**config.mk**
```make
export PLATFORM = sky130hd
export DESIGN_NAME = rdaf_div
export DESIGN_NICKNAME = d
export VERILOG_FILES = /design/src/hw/rtl/radial_alpha_falloff_macros.svh /design/src/hw/rtl/rdaf_pkg.sv /design/src/hw/rtl/rdaf_div.sv
export SDC_FILE = /design/constraint.sdc
export NUM_CORES = 2
export LEC_CHECK = 0
export BUFFER_PORTS_ARGS = -buffer_cell sky130_fd_sc_hd__buf_2
export CORE_ASPECT_RATIO = 1.75
export CORE_MARGIN = 2
export CORE_UTILIZATION = 65
export CTS_BUF_LIST = sky130_fd_sc_hd__clkbuf_4
export CTS_CLUSTER_DIAMETER = 30
export DETAILED_ROUTE_END_ITERATION = 16
export PLACE_DENSITY = 0.82
export SYNTH_ARGS = -nofsm -noshare
export SYNTH_HDL_FRONTEND = slang
export SYNTH_SLANG_ARGS = --single-unit
```
**constraint.sdc**
```tcl
create_clock -name clk -period 8.9 [get_ports clk]
set_clock_uncertainty 0.05 [all_clocks]
set_input_delay 1.335 -clock clk [delete_from_list [all_inputs] [get_ports clk]]
set_output_delay 1.335 -clock clk [all_outputs]
set_load 0.02 [all_outputs]
```
**src/hw/rtl/radial_alpha_falloff_macros.svh**
```systemverilog
// Assertion macros shared by the radial alpha falloff RTL.
`ifndef RADIAL_ALPHA_FALLOFF_MACROS_SVH
`define RADIAL_ALPHA_FALLOFF_MACROS_SVH

// Same-cycle implication, disabled while reset is asserted.
`define RDAF_ASSERT_NOW(label, clk, rst_n, ante, cons, msg) \
  label: assert property (@(posedge clk) disable iff (!rst_n) (ante) |-> (cons)) \
    else $error(msg);

// Next-cycle implication, disabled while reset is asserted.
`define RDAF_ASSERT_NEXT(label, clk, rst_n, ante, cons, msg) \
  label: assert property (@(posedge clk) disable iff (!rst_n) (ante) |=> (cons)) \
    else $error(msg);

`endif

```
**src/hw/rtl/rdaf_pkg.sv**
```systemverilog
// Shared constants, widths and payload types of the radial alpha falloff block.
package rdaf_pkg;

  localparam int MAX_SIZE = 1024;

  // Fixed field widths
  localparam int CFG_W   = 11;
  localparam int COORD_W = 10;
  localparam int ALPHA_W = 8;

  localparam logic [CFG_W-1:0] SIZE_RESET = CFG_W'(64);

  // Stream packing
  localparam int IN_TDATA_W  = ((2 * COORD_W + 7) / 8) * 8;
  localparam int OUT_TDATA_W = ((ALPHA_W + 7) / 8) * 8;

  // Geometry widths (doubled coordinates)
  localparam int SIZE_W = $clog2(MAX_SIZE) + 1;
  localparam int TWO_W  = (SIZE_W > COORD_W + 1) ? SIZE_W : COORD_W + 1;
  localparam int SQ_W   = 2 * SIZE_W - 1;
  localparam int DEN_W  = 2 * SIZE_W;
  localparam int REM_W  = DEN_W + 1;

  // Ratio quotient: Q0.32 plus one integer bit
  localparam int R2_FRAC    = 32;
  localparam int R2_W       = R2_FRAC + 1;
  localparam int DIV_STEP   = 2;
  localparam int DIV_STAGES = R2_FRAC / DIV_STEP;

  // Square root in Q0.16, value range 0..2^16
  localparam int ROOT_FRAC = R2_FRAC / 2;
  localparam int ROOT_W    = ROOT_FRAC + 1;
  localparam int SQ_REM_W  = R2_W + 2;

  localparam logic [ROOT_W-1:0] ROOT_ONE = ROOT_W'(1) << ROOT_FRAC;

  localparam int SCALE_W = 8;
  localparam logic [SCALE_W-1:0] ALPHA_SCALE = SCALE_W'(255);

  // Output skid buffer
  localparam int SKID_DEPTH = 2;
  localparam int SKID_PTR_W = $clog2(SKID_DEPTH);
  localparam int SKID_CNT_W = $clog2(SKID_DEPTH + 1);

  typedef struct packed {
    logic [DEN_W-1:0] d2;
    logic [DEN_W-1:0] den;
    logic             outside;
  } div_in_t;

  typedef struct packed {
    logic [R2_W-1:0] r2;
    logic            outside;
  } div_out_t;

  typedef struct packed {
    logic [ROOT_W-1:0] root;
    logic              outside;
  } root_item_t;

  typedef struct packed {
    logic [ALPHA_W-1:0] alpha;
    logic               outside;
  } out_item_t;

endpackage

```
**src/hw/rtl/rdaf_div.sv**
```systemverilog
// Pipelined restoring divider: squared distance over squared half-diagonal, Q0.32.
module rdaf_div import rdaf_pkg::*; (
  input  logic     clk,
  input  logic     rst_n,
  input  logic     ce,
  input  logic     in_vld,
  input  div_in_t  in_item,
  output logic     out_vld,
  output div_out_t out_item
);

  localparam int NST = DIV_STAGES + 1;

  typedef struct packed {
    logic [REM_W-1:0] rem;
    logic [R2_W-1:0]  q;
  } div_acc_t;

  function automatic div_acc_t div_step(input div_acc_t acc, input logic [DEN_W-1:0] den);
    div_acc_t         res;
    logic [REM_W-1:0] den_ext;
    res     = acc;
    den_ext = REM_W'(den);
    for (int j = 0; j < DIV_STEP; j++) begin
      res.rem = {res.rem[REM_W-2:0], 1'b0};
      if (res.rem >= den_ext) begin
        res.rem = res.rem - den_ext;
        res.q   = {res.q[R2_W-2:0], 1'b1};
      end else begin
        res.q   = {res.q[R2_W-2:0], 1'b0};
      end
    end
    return res;
  endfunction

  logic [NST-1:0]   vld_r;
  logic [NST-1:0]   outside_r;
  logic [R2_W-1:0]  q_r   [NST];
  logic [REM_W-1:0] rem_r [NST-1];
  logic [DEN_W-1:0] den_r [NST-1];

  logic [REM_W-1:0] rem0_nxt;
  logic [R2_W-1:0]  q0_nxt;

  // integer bit: set only when the distance reaches the half-diagonal
  always_comb begin
    rem0_nxt = REM_W'(in_item.d2);
    q0_nxt   = '0;
    if (in_item.d2 >= in_item.den) begin
      rem0_nxt = REM_W'(in_item.d2 - in_item.den);
      q0_nxt   = R2_W'(1);
    end
  end

  always_ff @(posedge clk) begin
    if (!rst_n) begin
      vld_r <= '0;
    end else if (ce) begin
      vld_r <= {vld_r[NST-2:0], in_vld};
    end
  end

  always_ff @(posedge clk) begin
    if (ce) begin
      q_r[0]       <= q0_nxt;
      rem_r[0]     <= rem0_nxt;
      den_r[0]     <= in_item.den;
      outside_r[0] <= in_item.outside | (in_item.d2 > in_item.den);
    end
  end

  for (genvar g = 1; g < NST; g++) begin : g_stage
    div_acc_t acc_in;
    div_acc_t acc_nxt;

    assign acc_in  = '{rem: rem_r[g-1], q: q_r[g-1]};
    assign acc_nxt = div_step(acc_in, den_r[g-1]);

    always_ff @(posedge clk) begin
      if (ce) begin
        q_r[g]       <= acc_nxt.q;
        outside_r[g] <= outside_r[g-1];
      end
    end

    if (g < NST - 1) begin : g_carry
      always_ff @(posedge clk) begin
        if (ce) begin
          rem_r[g] <= acc_nxt.rem;
          den_r[g] <= den_r[g-1];
        end
      end
    end
  end

  assign out_vld          = vld_r[NST-1];
  assign out_item.r2      = q_r[NST-1];
  assign out_item.outside = outside_r[NST-1];

endmodule

```
==> metrics.csv <==
stage,metric,value,unit
outcome,status,"finished, violations left",
outcome,failing checks,"capacitance limit, slew limit",
global_route,Tot GR Track Use,39.31,%
synth,cells after synthesis,6995,
clock_tree,setup bufs post-CTS,0,
global_route,first-pass GRT wire length,338100,um
worst_setup_path,CP cell instances,inv_1 > ha_1 > nor2b_1 > o21ai_0 > a21boi_0 > o31ai_1 > a21oi_1 > a31oi_1 > xor2_1 > a21oi_1 > ha_1 > nand4_1 > nor2_1 > nand2_1 > or4_1 > a32oi_1 > buf_4 > a211o_1 > buf_12 > mux2_2,
global_route,initial antenna violation count,22,
synth,main flop type after synthesis,edfxtp_1,
routing,met1 wire length,63160,um
clock_tree,"Clk pin slew, worst setup/hold paths",0.08,ns
synth,yosys warns,0,
clock_tree,CTS root buf,clkbuf_4,
placed_design,Placed Instance Area,75460,sq um
routing,top layer reached by signal wires,met5,
routing,Pre-antenna DRT Iters,6,
synth,share of the synthesized area in the top cell type,41.53,%
sta,min cycle time layout,8.271,ns
routing,met3 WL,11790,um
worst_setup_path,Reg-to-Reg Start,den_r[1][112],
clock_tree,hold_buf cts,0,
synth,"Distinct cells, synth",97,
global_route,gr ovfl total,0,
synth,Syn Area/Cell,10.44,sq um
worst_setup_path,CP max-delay cell,nor2_1,
sta,Max Slew Vio Count,4,
worst_hold_path,Hold Path End,den_r[0][19],
synth,Mapped Area,73020,sq um
routing,DRT iter0 DRCs,3588,
sta,setup_tns,0,ns
die,Starting Density,65.50,%
routing,Post-DRT Antenna Nets,0,
routing,Post-Route WL,226100,um
worst_setup_path,"reg-to-reg slack, setup",0.63,ns
worst_hold_path,worst hold path class,primary input to flip-flop,
sta,Least-Margin Pin Slew,1.530,ns
sta,Worst slew margin,-2.961,%
finish,final non-filler cell area,78990,sq um
finish,Nets,8042,
clock_tree,worst-skew pair later-pin latency,1.35,ns
worst_setup_path,Setup CP Type,flip-flop to flip-flop,
die,core box area,111500,sq um
clock_tree,CTS buffer count,235,
worst_setup_path,crit path capture type,flip-flop,
routing,number of remaining DRC errors,0,
sta,RSZ-0062 raised after global routing,no,
finish,share of layout cells above drive strength 1,14.10,%
clock_tree,CTS tree,done,
sta,fin crit share,92.94,%
global_route,number of global-route vias before repair,61020,
finish,area grow syn2layout,8.170,%
sta,setup violators final,0,
worst_hold_path,min-delay src,in_item[20],
sta,"Hold Violations, Final",0,
worst_setup_path,reg2reg end,rem_r[1][155],
die,# rows,162,
worst_setup_path,Worst Path Required,9.87,ns
die,die width,257.4,um
synth,"Seq/Total Area, Yosys",42.00,%
clock_tree,clock tree buffer depth,3,
synth,largest area contributor in the netlist,edfxtp_1,
worst_setup_path,CP max FO,22,
worst_setup_path,crit path launch type,flip-flop,
routing,wire per inst,25.23,um
worst_setup_path,number of cells on the worst reg-to-reg path,20,
worst_hold_path,hold depth,1,
routing,DR vias,57990,
sta,Fmax achieved,120.9,MHz
clock_tree,post_cts resized,0,
synth,number of enable flip-flop cells after synthesis,1010,
die,top-level port count,84,
sta,Hold WS,0.1741,ns
run,max-cap viol count,4,
synth,Area contributors post-synth,"edfxtp_1 (42%), ha_1 (12%), mux2_2 (6.2%)",
global_route,largest net degree at the start of global routing,185,
synth,post-synthesis register bit count,1027,
routing,detailed-route vias per instance,6.471,
placed_design,routability cong.,1.006,
clock_tree,CTS Sinks,1027,
worst_setup_path,Crit path arrival time,9.24,ns
placed_design,post-DP HPWL,174700,um
placed_design,PortBufs,83,
die,die height,447.4,um
synth,Syn Nets,7771,
synth,ys async rst share,0,%
clock_tree,H-tree level count,4,
die,Die ar.,115100,sq um
worst_setup_path,max incr delay on CP,1.02,ns
routing,WL met2,118800,um
-- worst max-delay path by stage --
stage | startpoint | endpoint | cells past startpoint
floorplan | den_r[0][1] | rem_r[0][27] | 24
global placement | den_r[1][67] | rem_r[1][106] | 21
detailed placement | den_r[1][67] | rem_r[1][111] | 23
CTS | den_r[1][67] | rem_r[1][111] | 23
global route | den_r[1][112] | rem_r[1][154] | 20
finish | den_r[1][112] | rem_r[1][155] | 20
-- cell families (layout without fill, tap and decap cells) --
family                   count (synthesis)  after routing  share of synthesized area, %
other                                    0             17                             0
multiplexers                           471            471                         7.263
AO/OA/AOI/OAI                         1892           1892                         16.87
AND/OR/NAND/NOR                       1643           1643                         10.97
adder cells (fa/ha/maj)                727            727                         12.63
buffers and inverters                  682           1155                         3.634
flip-flops                            1027           1027                         42.00
XOR/XNOR                               553            553                         6.633
-- flip-flops by register name (all words and copies together), names as in the netlist --
name,flops
q_r,289
outside_r,16
den_r,352
vld_r,17
out_item,1
rem_r,352
-- per-layer routing --
layer	vias to the layer above	GRT usage [%]
met5	-	0.2991
met4	18	47.75
met3	1380	9.500
met2	2181	72.97
met1	27570	29.55
li1	26840	-
-- cell type report --
| class | instances | area (sq um) |
|---|---|---|
| Multi-Input combinational cell | 5286 | 39840 |
| Fill cell | 8298 | 32490 |
| Sequential cell | 1027 | 30670 |
| Clock buffer | 311 | 2335 |
| Inverter | 561 | 2106 |
| Tap cell | 1476 | 1847 |
| Clock inverter | 128 | 1111 |
| Timing Repair Buffer | 155 | 1041 |
| Antenna cell | 17 | 42.54 |
-- synth_stat cells, drive strengths merged, types with 54 or more instances --
library cell and number:
mux2 417, o21ai 357, ha 710, a21oi 573, a211oi 55, o21bai 73, nor2b 106, xnor2 347
nand2b 75, inv 560, clkbuf 64, nand2 364, nor2 477, a31oi 62, xor2 206, mux2i 54
nand4 99, buf 57, o21a 116, edfxtp 1010, nor3 126, a21o 261, nand3 111
-- placed cells by master, fill, tap and decap left out, types with 53 or more instances in the layout --
cell | synthesis | final
a21o_1 | 261 | 261
a21oi_1 | 570 | 570
a31oi_1 | 62 | 61
and3_1 | 53 | 53
buf_2 | 39 | 82
buf_4 | 6 | 66
clkbuf_4 | 0 | 311
clkinv_1 | 1 | 69
edfxtp_1 | 1010 | 1010
ha_1 | 710 | 710
inv_1 | 559 | 559
mux2_2 | 399 | 399
mux2i_1 | 54 | 54
nand2_1 | 364 | 364
nand2b_1 | 75 | 75
nand3_1 | 110 | 110
nand4_1 | 99 | 99
nor2_1 | 477 | 477
nor2b_1 | 106 | 106
nor3_1 | 126 | 126
o21a_1 | 116 | 116
o21ai_0 | 345 | 344
o21bai_1 | 73 | 73
xnor2_1 | 347 | 347
xor2_1 | 206 | 204
-- metrics by stage --
stage          setup WS (ns)  util [%]  cells
3_3_place_gp           1.609     67.69   8504
4_1_cts                1.384     70.78   8943
5_1_grt               0.6431     70.84   8954
3_5_place_dp           1.441     67.69   8504
6_report              0.6288     70.85   8961
2_1_floorplan          2.990         -   6995
-- critical path, delay by kind of cell, from the launching register on --
family / cells / cell delay [ns]
flops: 1 / 0.44
mux: 1 / 0.37
compound gates: 8 / 2.72
fa+ha+maj: 2 / 1.29
simple gates: 5 / 2.14
xor+xnor: 1 / 0.18
buf+inv: 3 / 0.70
Power is left out: the tool's default activity adds up to more than one toggle a clock period on the data nets, which glitch-free logic cannot reach.
