### config.mk
export PLATFORM = sky130hd
export DESIGN_NAME = rdaf_sqrt
export DESIGN_NICKNAME = d
export VERILOG_FILES = /design/src/hw/rtl/radial_alpha_falloff_macros.svh /design/src/hw/rtl/rdaf_pkg.sv /design/src/hw/rtl/rdaf_sqrt.sv
export SDC_FILE = /design/constraint.sdc
export NUM_CORES = 1
export LEC_CHECK = 0
export ABC_AREA = 1
export BUFFER_PORTS_ARGS = -buffer_cell sky130_fd_sc_hd__buf_2
export CORE_MARGIN = 4
export CORE_UTILIZATION = 40
export DETAILED_ROUTE_END_ITERATION = 10
export SYNTH_ARGS = -nofsm -noshare
export SYNTH_HDL_FRONTEND = slang
export SYNTH_SLANG_ARGS = --single-unit
export TNS_END_PERCENT = 30
### constraint.sdc
create_clock -name clk -period 2.2 [get_ports clk]
set_clock_uncertainty 0.05 [all_clocks]
set_input_delay 0.22 -clock clk [delete_from_list [all_inputs] [get_ports clk]]
set_output_delay 0.22 -clock clk [all_outputs]
set_load 0.005 [all_outputs]
### src/hw/rtl/radial_alpha_falloff_macros.svh
// Assertion macros shared by the radial alpha falloff RTL.
`ifndef RADIAL_ALPHA_FALLOFF_MACROS_SVH
`define RADIAL_ALPHA_FALLOFF_MACROS_SVH

// Same-cycle implication, disabled while reset is asserted.
`define RDAF_ASSERT_NOW(label, clk, rst_n, ante, cons, msg) \
  label: assert property (@(posedge clk) disable iff (!rst_n) (ante) |-> (cons)) \
    else $error(msg);

// Next-cycle implication, disabled while reset is asserted.
`define RDAF_ASSERT_NEXT(label, clk, rst_n, ante, cons, msg) \
  label: assert property (@(posedge clk) disable iff (!rst_n) (ante) |=> (cons)) \
    else $error(msg);

`endif

### src/hw/rtl/rdaf_pkg.sv
// Shared constants, widths and payload types of the radial alpha falloff block.
package rdaf_pkg;

  localparam int MAX_SIZE = 1024;

  // Fixed field widths
  localparam int CFG_W   = 11;
  localparam int COORD_W = 10;
  localparam int ALPHA_W = 8;

  localparam logic [CFG_W-1:0] SIZE_RESET = CFG_W'(64);

  // Stream packing
  localparam int IN_TDATA_W  = ((2 * COORD_W + 7) / 8) * 8;
  localparam int OUT_TDATA_W = ((ALPHA_W + 7) / 8) * 8;

  // Geometry widths (doubled coordinates)
  localparam int SIZE_W = $clog2(MAX_SIZE) + 1;
  localparam int TWO_W  = (SIZE_W > COORD_W + 1) ? SIZE_W : COORD_W + 1;
  localparam int SQ_W   = 2 * SIZE_W - 1;
  localparam int DEN_W  = 2 * SIZE_W;
  localparam int REM_W  = DEN_W + 1;

  // Ratio quotient: Q0.32 plus one integer bit
  localparam int R2_FRAC    = 32;
  localparam int R2_W       = R2_FRAC + 1;
  localparam int DIV_STEP   = 2;
  localparam int DIV_STAGES = R2_FRAC / DIV_STEP;

  // Square root in Q0.16, value range 0..2^16
  localparam int ROOT_FRAC = R2_FRAC / 2;
  localparam int ROOT_W    = ROOT_FRAC + 1;
  localparam int SQ_REM_W  = R2_W + 2;

  localparam logic [ROOT_W-1:0] ROOT_ONE = ROOT_W'(1) << ROOT_FRAC;

  localparam int SCALE_W = 8;
  localparam logic [SCALE_W-1:0] ALPHA_SCALE = SCALE_W'(255);

  // Output skid buffer
  localparam int SKID_DEPTH = 2;
  localparam int SKID_PTR_W = $clog2(SKID_DEPTH);
  localparam int SKID_CNT_W = $clog2(SKID_DEPTH + 1);

  typedef struct packed {
    logic [DEN_W-1:0] d2;
    logic [DEN_W-1:0] den;
    logic             outside;
  } div_in_t;

  typedef struct packed {
    logic [R2_W-1:0] r2;
    logic            outside;
  } div_out_t;

  typedef struct packed {
    logic [ROOT_W-1:0] root;
    logic              outside;
  } root_item_t;

  typedef struct packed {
    logic [ALPHA_W-1:0] alpha;
    logic               outside;
  } out_item_t;

endpackage

### src/hw/rtl/rdaf_sqrt.sv
// Pipelined digit-by-digit integer square root, one result bit per stage.
module rdaf_sqrt import rdaf_pkg::*; (
  input  logic       clk,
  input  logic       rst_n,
  input  logic       ce,
  input  logic       in_vld,
  input  div_out_t   in_item,
  output logic       out_vld,
  output root_item_t out_item
);

  localparam int NST = ROOT_W;

  typedef struct packed {
    logic [SQ_REM_W-1:0] rem;
    logic [ROOT_W-1:0]   root;
  } sq_acc_t;

  // rem holds v - root^2; trial is (root + 2^b)^2 - root^2
  function automatic sq_acc_t sqrt_step(input sq_acc_t acc, input int b);
    sq_acc_t             res;
    logic [SQ_REM_W-1:0] trial;
    res   = acc;
    trial = (SQ_REM_W'(acc.root) << (b + 1)) | (SQ_REM_W'(1) << (2 * b));
    if (acc.rem >= trial) begin
      res.rem  = acc.rem - trial;
      res.root = acc.root | (ROOT_W'(1) << b);
    end
    return res;
  endfunction

  logic [NST-1:0]      vld_r;
  logic [NST-1:0]      outside_r;
  logic [ROOT_W-1:0]   root_r [NST];
  logic [SQ_REM_W-1:0] rem_r  [NST-1];

  always_ff @(posedge clk) begin
    if (!rst_n) begin
      vld_r <= '0;
    end else if (ce) begin
      vld_r <= {vld_r[NST-2:0], in_vld};
    end
  end

  for (genvar g = 0; g < NST; g++) begin : g_stage
    sq_acc_t acc_in;
    sq_acc_t acc_nxt;

    if (g == 0) begin : g_first
      assign acc_in = '{rem: SQ_REM_W'(in_item.r2), root: '0};
      always_ff @(posedge clk) begin
        if (ce) begin
          outside_r[g] <= in_item.outside;
        end
      end
    end else begin : g_next
      assign acc_in = '{rem: rem_r[g-1], root: root_r[g-1]};
      always_ff @(posedge clk) begin
        if (ce) begin
          outside_r[g] <= outside_r[g-1];
        end
      end
    end

    assign acc_nxt = sqrt_step(acc_in, NST - 1 - g);

    always_ff @(posedge clk) begin
      if (ce) begin
        root_r[g] <= acc_nxt.root;
      end
    end

    if (g < NST - 1) begin : g_carry
      always_ff @(posedge clk) begin
        if (ce) begin
          rem_r[g] <= acc_nxt.rem;
        end
      end
    end
  end

  assign out_vld          = vld_r[NST-1];
  assign out_item.root    = root_r[NST-1];
  assign out_item.outside = outside_r[NST-1];

endmodule

==> run_results.csv, run 1 <==
group,metric,value,unit
job,maxCapViolations,0,
yosys,yosysTopAreaCell,"edfxtp_1",
setup_path,arrival,2640,ps
grt,grt_max_degree,93,
timing,final.setup.tns,-1790,ps
setup_path,worst-path-max-fanout,5,
finish,stdcell_area,54300,um^2
drt,drt_wl_total,113,mm
timing,report.final.slew_viol_count,0,
timing,period_share,1.04,
die,start_util,0.402,
die,rows,116,
yosys,yosys-top-cells-count,"1360 x nand2_1, 729 x edfxtp_1, 704 x inv_1",
setup_path,crit_type,"reg2reg",
clock_network,root_buffer,"clkbuf_16",
yosys,synthFlopType,"edfxtp_1",
setup_path,r2r_cells,13,
timing,tightest_slew,525,ps
finish,fillCellCount,8783,
clock_network,clock_sinks,746,
drt,route.detailed.drc,0,
finish,fin_util,0.543,
drt,detail-route-antenna-nets,0,
setup_path,setup.worst_path.start_class,"flop",
placement,io_buffers,56,
die,die_h,325,um
hold_path,holdPathStages,2,
finish,nets,5627,
pwr,total_power,45300,uW
clock_network,cts_buffer_depth,3,
placement,place_congestion,0.951,
drt,firstDrtPassIters,6,
timing,setup_viol_count_final,50,
pwr,p_leak,0.0240,uW
clock_network,cts-htree-levels,3,
yosys,yosys.area.top_type_share,0.544,
pwr,ir_drop,738,uV
timing,period_minus_slack,2280,ps
yosys,syn_inst,4522,
grt,grt_pass1_wl,171,mm
die,die_w,325,um
clock_network,clk_latency,680,ps
pwr,power_density,835,nW/um^2
yosys,async_flop_share,0,
die,dieArea,106000,um^2
finish,fin_cells,6789,
drt,viasPerCell,4.88,
clock_network,tritoncts,"yes",
yosys,synth_edf_count,729,
run_status,outcome,"finished, violations left",
yosys,yosys_warnings,0,
timing,relSlewSlack,0.647,
finish,area_growth,34.9,%
finish,drive_above_1_share,0.277,
grt,track_usage,0.204,
yosys,synth-seq-area-share,0.552,
die,core_area,100000,um^2
grt,antenna_found_initial,1,
placement,place_area,46900,um^2
grt,grt_pass1_vias,32200,
timing,fin_ws,-84.0,ps
yosys,synth_area_leaders,"edfxtp_1 54%, nand2_1 13%, inv_1 6.6%",
placement,dp_hpwl,85.0,mm
yosys,yosysMostFrequentCell,"nand2_1",
die,design.portCount,57,
timing,rsz0062_at_grt,"true",
placement,placedCellCount,6455,
setup_path,critPathCaptureType,"flop",
run_status,violations,"negative setup slack",
timing,max_freq,0.438,GHz
drt,routedWlPerCell,16.7,um
clock_network,cts_made_buffers,82,
grt,overflow,0,
timing,hold_viol,0,
setup_path,r2r_setup_slack,-80,ps
clock_network,path_clk_slew,60,ps
hold_path,hold_class,"in2reg",
yosys,synth.distinct_cells,50,
setup_path,required,2550,ps
drt,first_iter_violations,2401,
yosys,syn_avg_cell_area,8.90,um^2
yosys,ys_ff_latch,746,
yosys,syn_area,40200,um^2
drt,num_vias,33100,
[cell type report]
| type | instances | area, um^2 | share of cell area |
|---|---|---|---|
| diodes | 1 | 2.50 | 0.0000461 |
| clock inverters | 52 | 707 | 0.0130 |
| repair buffers | 854 | 7030 | 0.129 |
| flip-flops and latches | 746 | 22200 | 0.409 |
| repair inverters | 1 | 7.51 | 0.000138 |
| clock buffers | 99 | 2170 | 0.0399 |
| multi-input cells | 3025 | 17800 | 0.329 |
| inverters | 713 | 2700 | 0.0496 |
| well taps | 1298 | 1620 | 0.0299 |
[repair_timing]
action                                  CTS  global route
setup buffers                            53            79
endpoints found under the setup margin  230           272
resized for setup                       215           482
gates cloned                              3            11
hold endpoints to repair                 59             0
pin swaps                                46           146
hold buffers                             38             0
[placed cells by master (no fill, tap or decap), types with 31 or more instances in the layout]
master / instances
buf_2: 57
nand2_4: 38
edfxtp_1: 729
xnor2_1: 33
buf_12: 31
nor3_1: 51
ha_1: 72
nand2_2: 137
nand4_1: 94
inv_1: 637
dlygate4sd3_1: 38
clkbuf_16: 91
nand3_1: 252
ha_4: 92
nand2_1: 1200
xor2_1: 103
buf_4: 690
inv_2: 71
a21oi_2: 55
nor2_2: 56
nor2_1: 419
a21oi_1: 116
o21ai_0: 72
[path summary, 6_finish.rpt]
| kind | endpoint | start |
|---|---|---|
| worst max-delay path | rem_r[1][256] | rem_r[1][215] |
| worst min-delay path | rem_r[0][31] | in_item[32] |
| worst max register to register | rem_r[1][256] | rem_r[1][215] |
| worst min register to register | outside_r[10] | outside_r[9] |
[where the power goes]
part / internal, uW / leakage (uW) / total [uW] / switching (uW)
combinational: 5350 / 0.0154 / 12100 / 6760
sequential: 17600 / 0.00713 / 18800 / 1260
clock: 8370 / 0.00138 / 14400 / 6010
[cell families (layout without fill, tap and decap cells)]
logic type	after synthesis	in the layout	synth area share
fa+ha+maj	166	166	0.0516
simple gates	2395	2396	0.250
xor+xnor	138	138	0.0300
flops	746	746	0.552
buf+inv	753	1719	0.0732
compound gates	323	323	0.0428
other cells	1	3	0.0000932
[routing by layer]
layer,global-route usage,share of wire,vias up
li1,-,-,16600
met1,0.246,0.41,15500
met2,0.372,0.51,768
met3,0.0302,0.048,200
met4,0.0727,0.035,0
met5,0,0,-
[metrics by stage]
step,hold slack (ps),setup WS [ps]
2_1_floorplan,269,60.7
3_3_place_gp,346,-252
3_5_place_dp,348,-223
4_1_cts,143,-65.8
5_1_grt,170,-166
6_report,188,-84.0
[flip-flops by register name, indices dropped and copies added (netlist names)]
name and count:
out_item 1, root_r 153, outside_r 16, vld_r 17
rem_r 559
[worst max-delay path: stages (launching register included)]
cell and delay [ps]:
edfxtp_1 460, ha_4 330, buf_4 110, inv_2 30
nor2_2 130, nand3_2 90, nor2_2 110, nand3b_1 120
nand2_2 110, nor2_4 70, buf_12 140, clkbuf_16 160
nand2_2 60, nand2_2 60
Note: power is estimated with default switching activity, not from simulation.
==> inputs of run 2 (changes only) <==
TNS_END_PERCENT = 100   (was 30)
==> run 2 against run 1 <==
- the run still ends with negative setup slack left
- critical path depth stayed put
- final cell count rose by 0.99%
- global-route usage up 0.065 points
- total power is 1.5% higher
- worst hold slack got worse by 1.0 ps
- via count up 1.9%
- final area grew 2.8%
- non-clock buffer count is 64 higher
- fmax decreased by 0.15%
- sequential power about the same
==> run_results.csv, run 2 (synthesized netlist as in run 1, its figures left out) <==
group,metric,value,unit
finish,layout_commonest_cell,"nand2_1",
clock_network,root_buffer,"clkbuf_16",
finish,stdcell_area,55800,um^2
finish,reg_top3,"rem_r x559, root_r x153, vld_r x17",
placement,place_congestion,0.951,
grt,grt_max_degree,93,
die,core_area,100000,um^2
placement,dp_hpwl,85.0,mm
setup_path,arrival,2640,ps
die,dieArea,106000,um^2
pwr,ir_drop,738,uV
timing,timing.hold.ws,187,ps
timing,setup_viol_count_final,64,
drt,routedWlPerCell,17.0,um
setup_path,max_stage_delay,480,ps
finish,fin_cells,6856,
timing,max_freq,0.437,GHz
finish,largest_reg_flops,559,
job,maxCapViolations,0,
setup_path,cp_cell_sequence,"ha_4, buf_4, nand4_1, nand2_1, nand2_1, nand2_2, nand2_4, nand2_4, nor2_4, buf_4, buf_6, buf_12, a21oi_1",
drt,num_vias,33800,
timing,tightest_slew,525,ps
pwr,power_density,824,nW/um^2
setup_path,crit_type,"reg2reg",
drt,drt_wl_total,116,mm
die,start_util,0.402,
drt,route.detailed.drc,0,
finish,area_growth,38.8,%
drt,viasPerCell,4.92,
setup_path,r2r_setup_slack,-90,ps
setup_path,critPathCaptureType,"flop",
clock_network,clk_latency,680,ps
run_status,outcome,"finished, violations left",
setup_path,critical-path-top-delay-family,"simple AND/OR/NAND/NOR gates",
drt,firstDrtPassIters,6,
hold_path,hold_class,"in2reg",
grt,overflow,0,
setup_path,worst-path-max-fanout,6,
drt,detail-route-antenna-nets,0,
grt,grt_pass1_wl,172,mm
setup_path,cpMaxStageDelayCell,"edfxtp_1",
timing,hold_viol,0,
setup_path,critical_path_buf_inv_count,4,
finish,fin_util,0.558,
grt,grt_pass1_vias,32300,
timing,period_share,1.04,
grt,antenna_found_initial,1,
clock_network,cts_made_buffers,82,
clock_network,clock_sinks,746,
finish,nets,5694,
timing,period_minus_slack,2290,ps
die,rows,116,
clock_network,cts_buffer_depth,3,
finish,top_register,"rem_r",
die,die_h,325,um
clock_network,cts-htree-levels,3,
placement,placedCellCount,6455,
timing,report.final.slew_viol_count,0,
pwr,p_leak,0.0245,uW
clock_network,path_clk_slew,60,ps
timing,fin_ws,-87.5,ps
clock_network,tritoncts,"yes",
die,design.portCount,57,
setup_path,required,2560,ps
placement,io_buffers,56,
timing,relSlewSlack,0.647,
finish,final_cell_mix,"1128 x nand2_1, 736 x buf_4, 729 x edfxtp_1",
drt,first_iter_violations,2494,
run_status,violations,"negative setup slack",
timing,final.setup.tns,-2160,ps
grt,track_usage,0.205,
timing,rsz0062_at_grt,"true",
finish,drive_above_1_share,0.316,
die,die_w,325,um
setup_path,setup.worst_path.start_class,"flop",
placement,place_area,46900,um^2
run 2: cell count changes in the layout (fill, tap and decap cells not counted), moves of 17 or more:
cell,delta
nand3_1,-20
nand2_4,+22
buf_4,+46
a21oi_1,-20
nand2_2,+51
nor2_1,-17
nand2_1,-72
inv_1,-18
run 2: per-stage QoR:
stage	worst slack, ps	total power [uW]
2_1_floorplan	60.7	24200
3_3_place_gp	-252	28900
3_5_place_dp	-223	29000
4_1_cts	-58.5	44400
5_1_grt	-175	48400
6_report	-87.5	46000
run 2: worst paths after layout:
check | startpoint | endpoint | cells after the start
worst max register to register | rem_r[1][214] | rem_r[1][276] | 13
worst max-delay path | rem_r[1][214] | rem_r[1][276] | 13
worst min register to register | outside_r[0] | outside_r[1] | 0
worst min-delay path | in_item[32] | rem_r[0][31] | 2
run 2: routing by layer:
metal / share of wire / GRT usage / up-vias
met4: 0.037 / 0.0734 / 0
met1: 0.40 / 0.246 / 15900
met3: 0.048 / 0.0302 / 234
met5: 0 / 0 / -
met2: 0.51 / 0.373 / 868
li1: - / - / 16800
run 2: report_power, final:
group	switching, uW	internal, uW
clock network	6030	8370
logic	7050	5690
registers	1280	17600
total	14400	31600
run 2: worst register-to-register path: stages, from the launching register on:
cell and delay [ps]:
edfxtp_1 480, ha_4 300, buf_4 140, nand4_1 80, nand2_1 90, nand2_1 90, nand2_2 80, nand2_4 80
nand2_4 60, nor2_4 170, buf_4 150, buf_6 90, buf_12 120, a21oi_1 50
run 2: cell type report:
class                           count  area (um^2)
Tap cell                         1298         1620
Sequential cell                   746        22200
Timing Repair Buffer              918         7640
Clock inverter                     52          707
Fill cell                        8600        44200
Antenna cell                        1         2.50
Timing Repair inverter              1         7.51
Inverter                          713         2700
Multi-Input combinational cell   3028        18800
Clock buffer                       99         2170
run 2: what timing repair did:
action	4_1_cts	5_1_grt
hold buffers	38	0
setup endpoints to repair	230	270
pin swaps	56	252
endpoints found under the hold margin	59	0
gates resized for setup	244	715
setup buffers	63	133
cloned	5	15
