## config.mk

```make
export PLATFORM = sky130hd
export DESIGN_NAME = rdaf_skid
export DESIGN_NICKNAME = d
export VERILOG_FILES = /design/src/hw/rtl/radial_alpha_falloff_macros.svh /design/src/hw/rtl/rdaf_pkg.sv /design/src/hw/rtl/rdaf_skid.sv
export SDC_FILE = /design/constraint.sdc
export NUM_CORES = 1
export LEC_CHECK = 0
export ABC_AREA = 0
export BUFFER_PORTS_ARGS = -buffer_cell sky130_fd_sc_hd__buf_2
export CORE_MARGIN = 3
export CORE_UTILIZATION = 35
export CTS_CLUSTER_SIZE = 14
export DETAILED_ROUTE_END_ITERATION = 10
export SLEW_MARGIN = 20
export SYNTH_ARGS = -nofsm -noshare
export SYNTH_HDL_FRONTEND = slang
export SYNTH_SLANG_ARGS = --single-unit
```

## constraint.sdc

```tcl
create_clock -name clk -period 2.6 [get_ports clk]
set_input_delay 0.78 -clock clk [delete_from_list [all_inputs] [get_ports clk]]
set_output_delay 0.78 -clock clk [all_outputs]
set_load 0.02 [all_outputs]
```

## src/hw/rtl/radial_alpha_falloff_macros.svh

```systemverilog
// Assertion macros shared by the radial alpha falloff RTL.
`ifndef RADIAL_ALPHA_FALLOFF_MACROS_SVH
`define RADIAL_ALPHA_FALLOFF_MACROS_SVH

// Same-cycle implication, disabled while reset is asserted.
`define RDAF_ASSERT_NOW(label, clk, rst_n, ante, cons, msg) \
  label: assert property (@(posedge clk) disable iff (!rst_n) (ante) |-> (cons)) \
    else $error(msg);

// Next-cycle implication, disabled while reset is asserted.
`define RDAF_ASSERT_NEXT(label, clk, rst_n, ante, cons, msg) \
  label: assert property (@(posedge clk) disable iff (!rst_n) (ante) |=> (cons)) \
    else $error(msg);

`endif

```

## src/hw/rtl/rdaf_pkg.sv

```systemverilog
// Shared constants, widths and payload types of the radial alpha falloff block.
package rdaf_pkg;

  localparam int MAX_SIZE = 1024;

  // Fixed field widths
  localparam int CFG_W   = 11;
  localparam int COORD_W = 10;
  localparam int ALPHA_W = 8;

  localparam logic [CFG_W-1:0] SIZE_RESET = CFG_W'(64);

  // Stream packing
  localparam int IN_TDATA_W  = ((2 * COORD_W + 7) / 8) * 8;
  localparam int OUT_TDATA_W = ((ALPHA_W + 7) / 8) * 8;

  // Geometry widths (doubled coordinates)
  localparam int SIZE_W = $clog2(MAX_SIZE) + 1;
  localparam int TWO_W  = (SIZE_W > COORD_W + 1) ? SIZE_W : COORD_W + 1;
  localparam int SQ_W   = 2 * SIZE_W - 1;
  localparam int DEN_W  = 2 * SIZE_W;
  localparam int REM_W  = DEN_W + 1;

  // Ratio quotient: Q0.32 plus one integer bit
  localparam int R2_FRAC    = 32;
  localparam int R2_W       = R2_FRAC + 1;
  localparam int DIV_STEP   = 2;
  localparam int DIV_STAGES = R2_FRAC / DIV_STEP;

  // Square root in Q0.16, value range 0..2^16
  localparam int ROOT_FRAC = R2_FRAC / 2;
  localparam int ROOT_W    = ROOT_FRAC + 1;
  localparam int SQ_REM_W  = R2_W + 2;

  localparam logic [ROOT_W-1:0] ROOT_ONE = ROOT_W'(1) << ROOT_FRAC;

  localparam int SCALE_W = 8;
  localparam logic [SCALE_W-1:0] ALPHA_SCALE = SCALE_W'(255);

  // Output skid buffer
  localparam int SKID_DEPTH = 2;
  localparam int SKID_PTR_W = $clog2(SKID_DEPTH);
  localparam int SKID_CNT_W = $clog2(SKID_DEPTH + 1);

  typedef struct packed {
    logic [DEN_W-1:0] d2;
    logic [DEN_W-1:0] den;
    logic             outside;
  } div_in_t;

  typedef struct packed {
    logic [R2_W-1:0] r2;
    logic            outside;
  } div_out_t;

  typedef struct packed {
    logic [ROOT_W-1:0] root;
    logic              outside;
  } root_item_t;

  typedef struct packed {
    logic [ALPHA_W-1:0] alpha;
    logic               outside;
  } out_item_t;

endpackage

```

## src/hw/rtl/rdaf_skid.sv

```systemverilog
// Two-entry output buffer that decouples the pipeline from the result consumer.
module rdaf_skid import rdaf_pkg::*; (
  input  logic      clk,
  input  logic      rst_n,
  input  logic      push,
  input  out_item_t push_item,
  output logic      full,
  output logic      out_valid,
  input  logic      out_ready,
  output out_item_t out_item
);

  out_item_t             mem_r [SKID_DEPTH];
  logic [SKID_PTR_W-1:0] wr_ptr_r, rd_ptr_r;
  logic [SKID_CNT_W-1:0] cnt_r, cnt_nxt;
  logic                  pop;

  function automatic logic [SKID_PTR_W-1:0] ptr_inc(input logic [SKID_PTR_W-1:0] p);
    return (p == SKID_PTR_W'(SKID_DEPTH - 1)) ? '0 : p + SKID_PTR_W'(1);
  endfunction

  assign pop       = out_valid & out_ready;
  assign out_valid = (cnt_r != '0);
  assign full      = (cnt_r == SKID_CNT_W'(SKID_DEPTH));
  assign out_item  = mem_r[rd_ptr_r];

  always_comb begin
    unique case ({push, pop})
      2'b10:   cnt_nxt = cnt_r + SKID_CNT_W'(1);
      2'b01:   cnt_nxt = cnt_r - SKID_CNT_W'(1);
      default: cnt_nxt = cnt_r;
    endcase
  end

  always_ff @(posedge clk) begin
    if (!rst_n) begin
      cnt_r    <= '0;
      wr_ptr_r <= '0;
      rd_ptr_r <= '0;
    end else begin
      cnt_r <= cnt_nxt;
      if (push) begin
        wr_ptr_r <= ptr_inc(wr_ptr_r);
      end
      if (pop) begin
        rd_ptr_r <= ptr_inc(rd_ptr_r);
      end
    end
  end

  always_ff @(posedge clk) begin
    if (push) begin
      mem_r[wr_ptr_r] <= push_item;
    end
  end

endmodule

```

==> summary.md, run 1 <==
| Metric | Value |
|---|---|
| Mean Syn Cell Area | `between 15 and 20 sq um` |
| Setup CP Type | `register to output pin` |
| Power, Total | `about 0.9 mW` |
| Mapped Nets | `65` |
| Drt first pass iters | `4` |
| Worst skew pair latency | `between 0.2 and 0.3 ns` |
| RSZ-0062 raised after global routing | `false` |
| Layout cells sized above 1 | `0.5000` |
| Root Driver | `clkbuf_4` |
| Sequential share of the synthesized area | `0.7325` |
| Antenna violations before repair | `0` |
| Area contributors post-synth | `edfxtp_1 (62%), mux2_2 (12%), dfxtp_1 (11%)` |
| Final Setup Violations | `0` |
| Slew Viols, Final | `0` |
| Final hold violations | `0` |
| Yosys top cell area share | `0.6180` |
| Static leakage | `~0.41 nW` |
| DR WL met2 | `between 600 and 700 um` |
| Via density | `between 4 and 5` |
| Clock-pin transition on the worst setup and hold timing paths | `around 0.11 ns` |
| Row count | `17` |
| Nets | `93` |
| Hold EP | `cnt_r[1]$_SDFFE_PN0P_` |
| Post-route minimum period | `approximately 2.2 ns` |
| N_diodes | `0` |
| Reg2reg end | `cnt_r[1]$_SDFFE_PN0P_` |
| GR Overflow Total | `0` |
| Hold depth | `2` |
| Skew final | `~0.0030 ns` |
| Count of non-filler cells in the finished layout | `roughly 110` |
| Place WS | `between 0.6 and 0.7 ns` |
| Outcome | `complete, no violations` |
| Synth Instances | `51` |
| Mapped Area | `slightly below 900 sq um` |
| Port bufs | `23` |
| Clk sinks | `23` |
| FF-to-FF Start | `cnt_r[0]$_SDFFE_PN0P_` |
| Vias in the first global route | `~500` |
| Inserted Clock Buffers | `3` |
| Period utilization | `0.8595` |
| Post-synthesis register bit count | `23` |
| Power density cells | `between 800 and 900 mW/mm^2` |
| WP data required | `between 1.5 and 2 ns` |
| Core area | `around 0.0023 sq mm` |
| Largest net degree at the start of global routing | `13` |
| Clock buffer depth | `2` |
| Area leader, netlist | `edfxtp_1` |
| Post-cts sizing count | `0` |
| Slew HR | `0.6985` |
| DP HPWL | `991.8 um` |
| Startpoint Class | `register` |
| Final worst setup slack | `approximately 0.37 ns` |
| Fin Setup TNS | `0 ns` |
| DR WL/cell | `12.61 um` |
| Maximum capacitance violations | `0` |
| I/O Pins | `24` |
| CTS tree | `yes` |
| Element type at the critical path end | `output pin` |
| Post-CTS Setup Bufs | `0` |
| Post-route DRC | `0` |
| GRT Overall Usage | `0.08901` |
| Fmax | `~0.45 GHz` |
| DR top layer | `met3` |
| Met3 wire length | `89 um` |
| Layout area overhead | `20.46%` |
| Die ar. | `approximately 0.0031 sq mm` |
| Worst Path Max Fanout | `9` |
| Class of the worst hold path | `register to register` |
| Cts hold-fix bufs | `0` |
| FF-to-FF path depth | `4` |
| Die X-Extent | `between 50 and 60 um` |
| Inst Count DP | `about 100` |
| Yosys cell types | `17` |
| Final WL | `1.337 mm` |
| M1 WL | `around 550 um` |
| CP Data Arrival Time | `approximately 1.5 ns` |
| First-pass GRT wire length | `~2.0 mm` |
| R2r setup slk | `1.09 ns` |
| 1st-iter DRT viols | `17` |
| Filler Cells Inserted | `around 220` |
| Worst Min Path Start | `cnt_r[1]$_SDFFE_PN0P_` |
| Vias | `between 400 and 500` |
| Die height | `55.99 um` |
| Routability cong. | `between 0.7 and 0.8` |
| Slew @ Worst Pin | `between 0.4 and 0.5 ns` |
| Warnings, synthesis | `0` |
| Max VDD drop | `0.0004264 V` |
| Post-route antenna net violation count | `0` |
| CTS H-tree lvls | `1` |
| Initial Util | `0.3807` |
-- registers in the layout (all words and copies together) (netlist names), named ones only --
signal and count:
cnt_r 2, mem_r 18, rd_ptr_r 1, wr_ptr_r 1
-- where the power goes --
| part | internal [mW] | switching, mW | total [mW] |
|---|---|---|---|
| registers | 0.439 | 0.0429 | 0.481 |
| clock network | 0.0596 | 0.0943 | 0.154 |
| logic | 0.136 | 0.133 | 0.270 |
| total | 0.634 | 0.271 | 0.905 |
-- worst max-delay path, cell delays in order, from the launching register on --
cell,delay [ns]
dfxtp_1,0.61
mux2_2,0.39
buf_2,0.16
-- cell type report --
cell class | count | area [sq um] | share of cell area
flip-flops and latches | 23 | 640.6 | 0.6081
well taps | 28 | 35.03 | 0.03325
inverters | 1 | 3.754 | 0.003563
repair buffers | 24 | 122.6 | 0.1164
multi-input cells | 26 | 225.2 | 0.2138
clock buffers | 4 | 26.28 | 0.02494
-- synth_stat cells, drive strengths merged --
| library cell | n |
|---|---|
| edfxtp | 18 |
| mux2 | 9 |
| dfxtp | 5 |
| nor2b | 3 |
| xnor2 | 3 |
| and2 | 2 |
| o21a | 2 |
| a21boi | 1 |
| and2b | 1 |
| buf | 1 |
| ha | 1 |
| inv | 1 |
| nor2 | 1 |
| o21ai | 1 |
| or2 | 1 |
| or3 | 1 |
-- cell families (layout without fill, tap and decap cells) --
family,count (synthesis),count (layout),share of synthesized area
AND/OR/NAND/NOR,9,9,0.06438
adder cells (fa/ha/maj),1,1,0.01430
multiplexers,9,9,0.1159
XOR/XNOR,3,3,0.03005
flip-flops,23,23,0.7325
AO/OA/AOI/OAI,4,4,0.03291
buffers and inverters,2,29,0.01000
-- how the worst max path moves through the flow --
stage | startpoint | endpoint | slack, ns | depth (start not counted)
after global routing | register | out_item[6] | 0.27 | 2
final | register | out_item[7] | 0.37 | 2
after CTS | register | out_item[7] | 0.33 | 2
after detailed placement | out_ready | cnt_r[1]$_SDFFE_PN0P_ | 0.69 | 5
after global placement | register | out_item[7] | 0.69 | 2
after floorplan | out_ready | cnt_r[1]$_SDFFE_PN0P_ | 0.86 | 4
-- through the flow --
| step | area [sq um] | hold WS [ns] | utilization |
|---|---|---|---|
| after CTS | 1054 | 0.5390 | 0.4586 |
| after global placement | 1027 | 0.5045 | 0.4472 |
| after floorplan | 874.6 | 0.4741 | - |
| final | 1054 | 0.5340 | 0.4586 |
| after global routing | 1054 | 0.5616 | 0.4586 |
| after detailed placement | 1027 | 0.5185 | 0.4472 |
-- per-layer routing --
metal,up-vias,GRT usage
li1,240,-
met1,224,0.09481
met2,14,0.1553
met3,0,0.02552
met4,0,0.05085
met5,-,0
-- cells in the final DEF (no fill, tap or decap), drive strengths merged, types with 2 or more instances in the layout --
cell / n
and2: 2
buf: 24
clkbuf: 4
dfxtp: 5
edfxtp: 18
mux2: 9
nor2b: 3
o21a: 2
xnor2: 3
(Power assumes the default switching activity.)
==> run 2, diff against run 1 <==
--- a/config.mk
+++ b/config.mk
@@ -7,10 +7,13 @@
 export LEC_CHECK = 0
 export ABC_AREA = 0
 export BUFFER_PORTS_ARGS = -buffer_cell sky130_fd_sc_hd__buf_2
+export CELL_PAD_IN_SITES_DETAIL_PLACEMENT = 1
+export CELL_PAD_IN_SITES_GLOBAL_PLACEMENT = 1
 export CORE_MARGIN = 3
-export CORE_UTILIZATION = 35
+export CORE_UTILIZATION = 40
 export CTS_CLUSTER_SIZE = 14
 export DETAILED_ROUTE_END_ITERATION = 10
+export PLACE_DENSITY_LB_ADDON = 0.1
 export SLEW_MARGIN = 20
 export SYNTH_ARGS = -nofsm -noshare
 export SYNTH_HDL_FRONTEND = slang
==> constraint.sdc (replaced) <==
create_clock -name clk -period 2.6 [get_ports clk]
set_input_delay 0.65 -clock clk [delete_from_list [all_inputs] [get_ports clk]]
set_output_delay 0.65 -clock clk [all_outputs]
set_load 0.02 [all_outputs]
==> run 2 against run 1 <==
Effect of this change:
- via count is 0.84% higher
- die area fell by 11%
- clock power is 5% higher
- global-route usage increased by 3.1 points
- critical path depth unchanged
- count of clock-buffer cells in the layout down 1
- worst setup slack improved by 0.15 ns
- total power up 0.90%
- largest cell class unchanged
- register-to-register slack about the same
- routed wire length is 0.82% higher
- sequential cell count is the same
==> summary.md, run 2 (synthesized netlist as in run 1, its figures left out) <==
| Metric | Value |
|---|---|
| CTS H-tree lvls | `1 (unchanged)` |
| Root Driver | `clkbuf_4 (unchanged)` |
| CP Data Arrival Time | `1.44 ns (was 1.45 ns)` |
| Clock-pin transition on the worst setup and hold timing paths | `0.12 ns (was 0.11 ns)` |
| Layout area overhead | `19.60% (was 20.46%)` |
| Cts hold-fix bufs | `0 (unchanged)` |
| CP max stage delay | `0.58 ns (was 0.61 ns)` |
| Class of the worst hold path | `primary input to register (was register to register)` |
| Filler Cells Inserted | `212 (was 224)` |
| Die X-Extent | `52.76 um (was 55.99 um)` |
| Sequential fraction of design power | `0.526 (was 0.532)` |
| Fmax | `0.4787 GHz (was 0.4475 GHz)` |
| DR WL met2 | `656 um (was 694 um)` |
| Slew HR | `0.4581 (was 0.6985)` |
| DR WL/cell | `12.96 um (was 12.61 um)` |
| Post-route minimum period | `2.089 ns (was 2.235 ns)` |
| Net switching power | `0.2822 mW (was 0.2705 mW)` |
| Via density | `4.635 (was 4.509)` |
| Maximum capacitance violations | `0 (unchanged)` |
| Clk sinks | `23 (unchanged)` |
| Post-CTS Setup Bufs | `0 (unchanged)` |
| Most frequent cells in the layout | `buf_2 (23), edfxtp_1 (18), mux2_2 (9) (unchanged)` |
| Final Setup Violations | `0 (unchanged)` |
| Power density cells | `873.0 mW/mm^2 (was 859.0 mW/mm^2)` |
| DR top layer | `met4 (was met3)` |
| Die ar. | `0.002784 sq mm (was 0.003135 sq mm)` |
| Startpoint Class | `register (unchanged)` |
| Max VDD drop | `0.0003968 V (was 0.0004264 V)` |
| Logic pwr share | `0.297 (was 0.298)` |
| Vias | `482 (was 478)` |
| Inst Count DP | `100 (was 102)` |
| DP HPWL | `997.6 um (was 991.8 um)` |
| Largest net degree at the start of global routing | `14 (was 13)` |
| Core area | `0.002022 sq mm (was 0.002297 sq mm)` |
| Crit-path cells | `mux2_2 > buf_2 (unchanged)` |
| FF+latch area | `640.6 sq um (unchanged)` |
| Drt first pass iters | `3 (was 4)` |
| Layout cells sized above 1 | `0.5065 (was 0.5000)` |
| Worst skew pair latency | `0.31 ns (was 0.29 ns)` |
| N_diodes | `0 (unchanged)` |
| Worst Min Path Start | `push_item[1] (was cnt_r[1]$_SDFFE_PN0P_)` |
| Period utilization | `0.8034 (was 0.8595)` |
| Nets | `92 (was 93)` |
| Slew Viols, Final | `0 (unchanged)` |
| Static leakage | `0.4053 nW (was 0.4076 nW)` |
| End-of-flow core utilization | `0.5173 (was 0.4586)` |
| I/O Pins | `24 (unchanged)` |
| GRT Overall Usage | `0.1198 (was 0.08901)` |
| Row count | `16 (was 17)` |
| Port bufs | `23 (unchanged)` |
| Hold EP | `mem_r[0][1]$_DFFE_PP_ (was cnt_r[1]$_SDFFE_PN0P_)` |
| Number of flip-flops in the largest register | `18 (unchanged)` |
| Worst Path Max Fanout | `9 (unchanged)` |
| Routability cong. | `0.6366 (was 0.7729)` |
| Antenna violations before repair | `0 (unchanged)` |
| Switching part of the total | `0.3090 (was 0.2989)` |
| RSZ-0062 raised after global routing | `false (unchanged)` |
| Final hold violations | `0 (unchanged)` |
| Commonest non-fill, non-tap cell in the layout | `buf_2 (unchanged)` |
| Initial Util | `0.4325 (was 0.3807)` |
| 1st-iter DRT viols | `13 (was 17)` |
| Area of the multi-input gates | `225.2 sq um (unchanged)` |
| Setup CP Type | `register to output pin (unchanged)` |
| Vias in the first global route | `505 (was 494)` |
| FF-to-FF path depth | `4 (unchanged)` |
| Die height | `52.76 um (was 55.99 um)` |
| Largest reg by FF count | `mem_r (unchanged)` |
| Post-route antenna net violation count | `0 (unchanged)` |
| Final WL | `1.348 mm (was 1.337 mm)` |
| Internal power | `0.6310 mW (was 0.6344 mW)` |
| Largest registers | `mem_r x18, cnt_r x2 (unchanged)` |
| Met3 wire length | `71 um (was 89 um)` |
| Inserted Clock Buffers | `3 (unchanged)` |
| FF-to-FF Start | `cnt_r[0]$_SDFFE_PN0P_ (unchanged)` |
| Slew @ Worst Pin | `0.8098 ns (was 0.4522 ns)` |
| Reg2reg end | `cnt_r[1]$_SDFFE_PN0P_ (unchanged)` |
| Element type at the critical path end | `output pin (unchanged)` |
| Post-route DRC | `0 (unchanged)` |
| Post-cts sizing count | `0 (unchanged)` |
| R2r setup slk | `1.09 ns (about the same)` |
| M1 WL | `571 um (was 553 um)` |
| Outcome | `complete, no violations (unchanged)` |
| Fin Setup TNS | `0 ns (unchanged)` |
| Crit-path slowest cell | `dfxtp_1 (unchanged)` |
| GR Overflow Total | `0 (unchanged)` |
| Skew final | `0.001524 ns (was 0.003027 ns)` |
| CTS tree | `yes (unchanged)` |
| Clock power frac | `0.177 (was 0.170)` |
| Hold depth | `1 (was 2)` |
| Clock buffer depth | `2 (unchanged)` |
| Count of non-filler cells in the finished layout | `104 (was 106)` |
| WP data required | `1.95 ns (was 1.82 ns)` |
| First-pass GRT wire length | `2.235 mm (was 2.042 mm)` |
run 2: power groups by stage:
stage	clock network, mW	logic (mW)	registers [mW]
after global placement	0	0.268	0.490
after floorplan	0	0.221	0.465
after global routing	0.184	0.299	0.489
after detailed placement	0	0.275	0.491
final	0.162	0.271	0.481
after CTS	0.170	0.276	0.483
run 2: final cells by class:
class	instances	share of cell area
sequential	23	0.6124
multi-input combinational	26	0.2153
timing repair buffer	23	0.1100
tap	27	0.03230
clock buffer	3	0.02153
clock inverter	1	0.004785
inverter	1	0.003589
run 2: routing by layer:
metal	global-route usage	vias up
met5	0	-
met4	0.1021	0
met3	0.02849	5
met2	0.1942	16
met1	0.1293	224
li1	-	237
run 2: worst max-delay path by stage:
stage                             to  slack, ns  cells past startpoint
2_1_floorplan  cnt_r[1]$_SDFFE_PN0P_       0.99                      4
3_3_place_gp   mem_r[0][7]$_DFFE_PP_       0.77                      3
3_5_place_dp   mem_r[0][3]$_DFFE_PP_       0.74                      3
4_1_cts                  out_item[2]       0.47                      2
5_1_grt                  out_item[2]       0.43                      2
6_report                 out_item[2]       0.51                      2
run 2: worst max-delay path, delay by kind of cell, from the launching register on:
kind | cells | cell delay [ns]
multiplexers | 1 | 0.39
flip-flops | 1 | 0.58
buffers and inverters | 1 | 0.16
run 2: stage by stage:
stage	hold WS [ns]	setup WS [ns]	power (mW)	cell area [sq um]
final	0.5137	0.5111	0.9131	1046
after global routing	0.4970	0.4288	0.9715	1046
after CTS	0.5014	0.4689	0.9296	1046
after detailed placement	0.5280	0.7400	0.7658	1018
after global placement	0.5033	0.7731	0.7583	1018
after floorplan	0.4741	0.9878	0.6852	874.6
